**src/hw/rtl/sidt_pkg.sv**
```systemverilog
// Shared types and constants for the sorted id lower-bound search block.
package sidt_pkg;

  localparam int IdW    = 32;
  localparam int IndexW = 10;
  localparam int CountW = 11;
  localparam int PosW   = 11;

  localparam logic CMD_WRITE  = 1'b0;
  localparam logic CMD_SEARCH = 1'b1;

  typedef enum logic [3:0] {
    S_IDLE = 4'b0001,
    S_READ = 4'b0010,
    S_CMP  = 4'b0100,
    S_DONE = 4'b1000
  } srch_state_t;

  typedef struct packed {
    logic [IdW-1:0]    key;
    logic [CountW-1:0] count;
  } srch_req_t;

  typedef struct packed {
    logic [PosW-1:0] position;
    logic            found;
  } srch_res_t;

endpackage

```
**src/hw/rtl/sidt_search.sv**
```systemverilog
// Binary search sequencer: one table read and one compare per probe.
module sidt_search #(
  parameter int TABLE_DEPTH = 1024,
  parameter int AW = 10,
  parameter int CW = 11
) (
  input  logic                     clk,
  input  logic                     rst_n,
  input  logic                     start,
  input  sidt_pkg::srch_req_t      req,
  output logic                     idle,
  output logic                     rd_en,
  output logic [AW-1:0]            rd_addr,
  input  logic [sidt_pkg::IdW-1:0] rd_data,
  output logic                     res_valid,
  input  logic                     res_ready,
  output sidt_pkg::srch_res_t      res
);
  import sidt_pkg::*;

  localparam int XW = (CW > CountW) ? CW : CountW;
  localparam logic [XW-1:0] DepthX = XW'(TABLE_DEPTH);

  srch_state_t    state_r, state_nxt;
  logic [IdW-1:0] key_r, key_nxt;
  logic [CW-1:0]  base_r, base_nxt;
  logic [CW-1:0]  span_r, span_nxt;
  logic           hit_r, hit_nxt;
  logic [CW-1:0]  probe;
  logic [CW-1:0]  span_cmp;
  logic [XW-1:0]  cnt_ext;
  logic [CW-1:0]  cnt_sat;

  assign cnt_ext = XW'(req.count);
  assign cnt_sat = (cnt_ext > DepthX) ? CW'(DepthX) : CW'(cnt_ext);
  assign probe   = base_r + (span_r >> 1);

  always_comb begin
    state_nxt = state_r;
    key_nxt   = key_r;
    base_nxt  = base_r;
    span_nxt  = span_r;
    hit_nxt   = hit_r;
    span_cmp  = span_r >> 1;
    unique case (state_r)
      S_IDLE: begin
        if (start) begin
          key_nxt   = req.key;
          base_nxt  = '0;
          span_nxt  = cnt_sat;
          hit_nxt   = 1'b0;
          state_nxt = (cnt_sat == '0) ? S_DONE : S_READ;
        end
      end
      S_READ: begin
        state_nxt = S_CMP;
      end
      S_CMP: begin
        if (key_r == rd_data) begin
          base_nxt  = probe;
          hit_nxt   = 1'b1;
          state_nxt = S_DONE;
        end else begin
          // drop the probed entry and the half that cannot hold the key
          if (key_r > rd_data) begin
            base_nxt = probe + CW'(1);
            span_cmp = (span_r - CW'(1)) >> 1;
          end
          span_nxt  = span_cmp;
          state_nxt = (span_cmp == '0) ? S_DONE : S_READ;
        end
      end
      S_DONE: begin
        if (res_ready) begin
          state_nxt = S_IDLE;
        end
      end
      default: state_nxt = S_IDLE;
    endcase
  end

  always_ff @(posedge clk) begin
    if (!rst_n) begin
      state_r <= S_IDLE;
    end else begin
      state_r <= state_nxt;
    end
  end

  always_ff @(posedge clk) begin
    key_r  <= key_nxt;
    base_r <= base_nxt;
    span_r <= span_nxt;
    hit_r  <= hit_nxt;
  end

  assign idle         = (state_r == S_IDLE);
  assign rd_en        = (state_r == S_READ);
  assign rd_addr      = AW'(probe);
  assign res_valid    = (state_r == S_DONE);
  assign res.position = PosW'(base_r);
  assign res.found    = hit_r;

endmodule

```
**config.mk**
```make
export PLATFORM = sky130hd
export DESIGN_NAME = sidt_search
export DESIGN_NICKNAME = d
export VERILOG_FILES = /design/src/hw/rtl/sidt_pkg.sv /design/src/hw/rtl/sidt_search.sv
export SDC_FILE = /design/constraint.sdc
export NUM_CORES = 1
export LEC_CHECK = 0
export BUFFER_PORTS_ARGS = -buffer_cell sky130_fd_sc_hd__buf_2
export CORE_ASPECT_RATIO = 0.9
export CORE_MARGIN = 4
export CORE_UTILIZATION = 35
export CTS_CLUSTER_DIAMETER = 40
export CTS_CLUSTER_SIZE = 40
export DETAILED_ROUTE_END_ITERATION = 7
export PLACE_DENSITY_LB_ADDON = 0.05
export SLEW_MARGIN = 0
export SYNTH_ARGS = -nofsm -noshare
export SYNTH_HDL_FRONTEND = slang
export SYNTH_SLANG_ARGS = --single-unit
```
**constraint.sdc**
```tcl
create_clock -name clk -period 6.6 [get_ports clk]
set_input_delay 1.32 -clock clk [delete_from_list [all_inputs] [get_ports clk]]
set_output_delay 1.32 -clock clk [all_outputs]
set_load 0.02 [all_outputs]
```
==> metrics <==
Layout Area Growth over Synthesis 23.83%; CP endpoint rd_addr[8]; initial core utilization 0.3612; largest cells by area after synthesis edfxtp_1 42%, ha_1 14%, inv_1 4.0%, a21oi_1 3.5%, xor2_1 3.1%; CTS clk-pin slew, worst paths ~50 ps; Crit Path Class flip-flop to primary output; r2r startpoint key_r[29]; max-cap violation count 0; final hold vios 0; clk root buf clkbuf_16; # resized after CTS 0; Clock Tree Buf Depth 2; DRC Markers 0; row count 36; Slew Limit Fails 0; RSZ-0062 raised after global routing false; CTS Buf Count 9; vias in the first global route 2978; Yosys reg bits 59; Worst Setup Start Kind flip-flop; IO Pins about 100; post-layout min period 4328 ps; Least-Margin Pin Slew 1079 ps; Critical Path Fanout Max 5; share of cells above drive strength 1 0.2590; final antenna-violating net count 0; status completed; RD Place Congestion between 0.7 and 0.8; R2R depth 9; vias per cell between 4 and 5; Pwr per Cell Area 264.5 nW/um2; Crit. End Element primary output; post-synth cell types 54; type of the most critical hold path flip-flop to flip-flop; GRT Overall Usage 0.1450; Iter 0 DRT Violations about 110; total power about 1.3 mW; Skew-Pair Late Insertion Delay approximately 320 ps; Core Area 10950 um2; setup violators final 0; DP Area between 4000 and 5000 um2; CTS tree yes; DP HPWL 7221 um; postcts setup bufs 0; WP data arrival roughly 3000 ps; cell taking the most area after synthesis edfxtp_1; initial antenna violation count 0; synth warn 0; Most used DFF post-synth edfxtp_1; Routed WL about 9300 um; clk sink count 59; Mapped Area 3954 um2; number of synthesized flops with an enable pin 55; Synth async-reset ratio 0; global-route wire length before repair between 10000 and 15000 um; WL per Instance about 14 um; die span in y roughly 110 um; Syn Nets ~510; Die ar. 13060 um2; WP data required 5280 ps; RR Endpoint state_r[1]; cell area after layout ~4900 um2; Cells after Synth roughly 390; DR pass1 iterations 4; antenna cell count 0; Port Buffers between 100 and 150; # hold bufs at CTS 0; H-tree depth 3; leak pwr around 2.2 nW; FF-to-FF setup slack 3090 ps; Avg Inst Size Synth between 10 and 15 um2; largest net degree at the start of global routing 33; skew final 5.583 ps; crit path launch span_r[1]; vias post-DR around 3100; TNS Setup 0 ps; # nets final 617; Worst slew margin 0.2807; global route overflow 0; Synth top area share 0.4177; final core utilization 0.4473; sequential area share after synthesis 0.4380; peak supply drop between 0.1 and 0.15 mV; fmax 231.1 MHz; Final period util 0.6557; Die X approximately 120 um
## layout by cell type (no fill, tap or decap), types with 8 or more instances in the layout
| cell type | Yosys | final |
|---|---|---|
| nand2_1 | 32 | 32 |
| nor4_1 | 8 | 8 |
| nand3_1 | 8 | 8 |
| ha_1 | 44 | 44 |
| buf_2 | 1 | 103 |
| a21oi_1 | 28 | 28 |
| xor2_1 | 14 | 14 |
| inv_1 | 42 | 42 |
| edfxtp_1 | 55 | 55 |
| xnor2_1 | 11 | 11 |
| o21ai_0 | 19 | 19 |
| nor2_1 | 25 | 25 |
| clkbuf_16 | 0 | 9 |
## per-layer routing
| layer | GRT usage | vias to the layer above | wire length (um) |
|---|---|---|---|
| met5 | 0 | - | 0 |
| met2 | 0.2182 | 69 | 4098 |
| met4 | 0.05233 | 0 | 55 |
| li1 | - | 1629 | - |
| met3 | 0.03890 | 4 | 458 |
| met1 | 0.2012 | 1431 | 4641 |
## worst min path at each step
| stage | cells after the start | endpoint | start |
|---|---|---|---|
| 6_report | 2 | state_r[0] | state_r[3] |
| 3_5_place_dp | 2 | state_r[0] | state_r[3] |
| 4_1_cts | 2 | state_r[0] | state_r[3] |
| 5_1_grt | 2 | state_r[0] | state_r[3] |
| 3_3_place_gp | 2 | state_r[2] | state_r[3] |
| 2_1_floorplan | 2 | state_r[0] | state_r[3] |
## state kept, by name, indices dropped and copies added (netlist names)
register and count:
hit_r 1, key_r 32, span_r 11, base_r 11
state_r 4
## metrics by stage
| stage | hold WS (ps) | setup slack, ps | cells |
|---|---|---|---|
| 3_5_place_dp | 635.1 | 2052 | 634 |
| 5_1_grt | 700.6 | 2069 | 650 |
| 6_report | 653.1 | 2272 | 650 |
| 2_1_floorplan | 561.0 | 2839 | 388 |
| 3_3_place_gp | 655.0 | 2159 | 634 |
| 4_1_cts | 649.7 | 2238 | 650 |
## synthesized netlist by cell type, types with 2 or more instances
library cell and number:
a211oi_1 4, a21o_1 3, a21oi_1 28, a31oi_1 3
and2_1 3, and3_1 4, and3b_1 2, clkbuf_1 7
dfxtp_1 4, edfxtp_1 55, ha_1 44, inv_1 42
mux2i_1 2, nand2_1 32, nand2b_1 2, nand3_1 8
nand3b_1 7, nand4_1 6, nand4_2 4, nor2_1 25
nor2b_1 3, nor3_1 7, nor3b_1 2, nor4_1 8
nor4_4 2, nor4b_1 3, o211ai_1 3, o21a_1 2
o21ai_0 19, o21ai_1 3, or3_1 5, xnor2_1 11
xor2_1 14
## cell type report
cell class | instances | area (um2)
clock buffer | 13 | 240.2
clock inverter | 3 | 38.79
fill | 1078 | 6050
inverter | 42 | 157.7
multi-input combinational | 277 | 2014
sequential | 59 | 1732
tap | 152 | 190.2
timing repair buffer | 104 | 523.0
## kinds of logic (layout without fill, tap and decap cells)
kind of cell / after synthesis / in the layout / share of synthesized area
compound gates: 76 / 76 / 0.1174
xor+xnor: 25 / 25 / 0.05538
fa+ha+maj: 45 / 45 / 0.1443
buf+inv: 52 / 162 / 0.05253
flops: 59 / 59 / 0.4380
mux: 2 / 2 / 0.005063
simple gates: 129 / 129 / 0.1873
## where the power goes
part / switching [mW] / total, mW / internal, mW
Clock: 0.157 / 0.448 / 0.291
Sequential: 0.0289 / 0.489 / 0.460
Combinational: 0.219 / 0.358 / 0.139
## critical path, stage by stage (launching register included)
cell and delay, ps:
edfxtp_1 480, ha_1 260, fa_1 410, a21o_1 200, a21oi_1 210, o21bai_1 90
a21oi_1 240, o21ai_0 240, xor2_1 340, buf_2 230
Note: power is estimated with default switching activity, not from simulation.
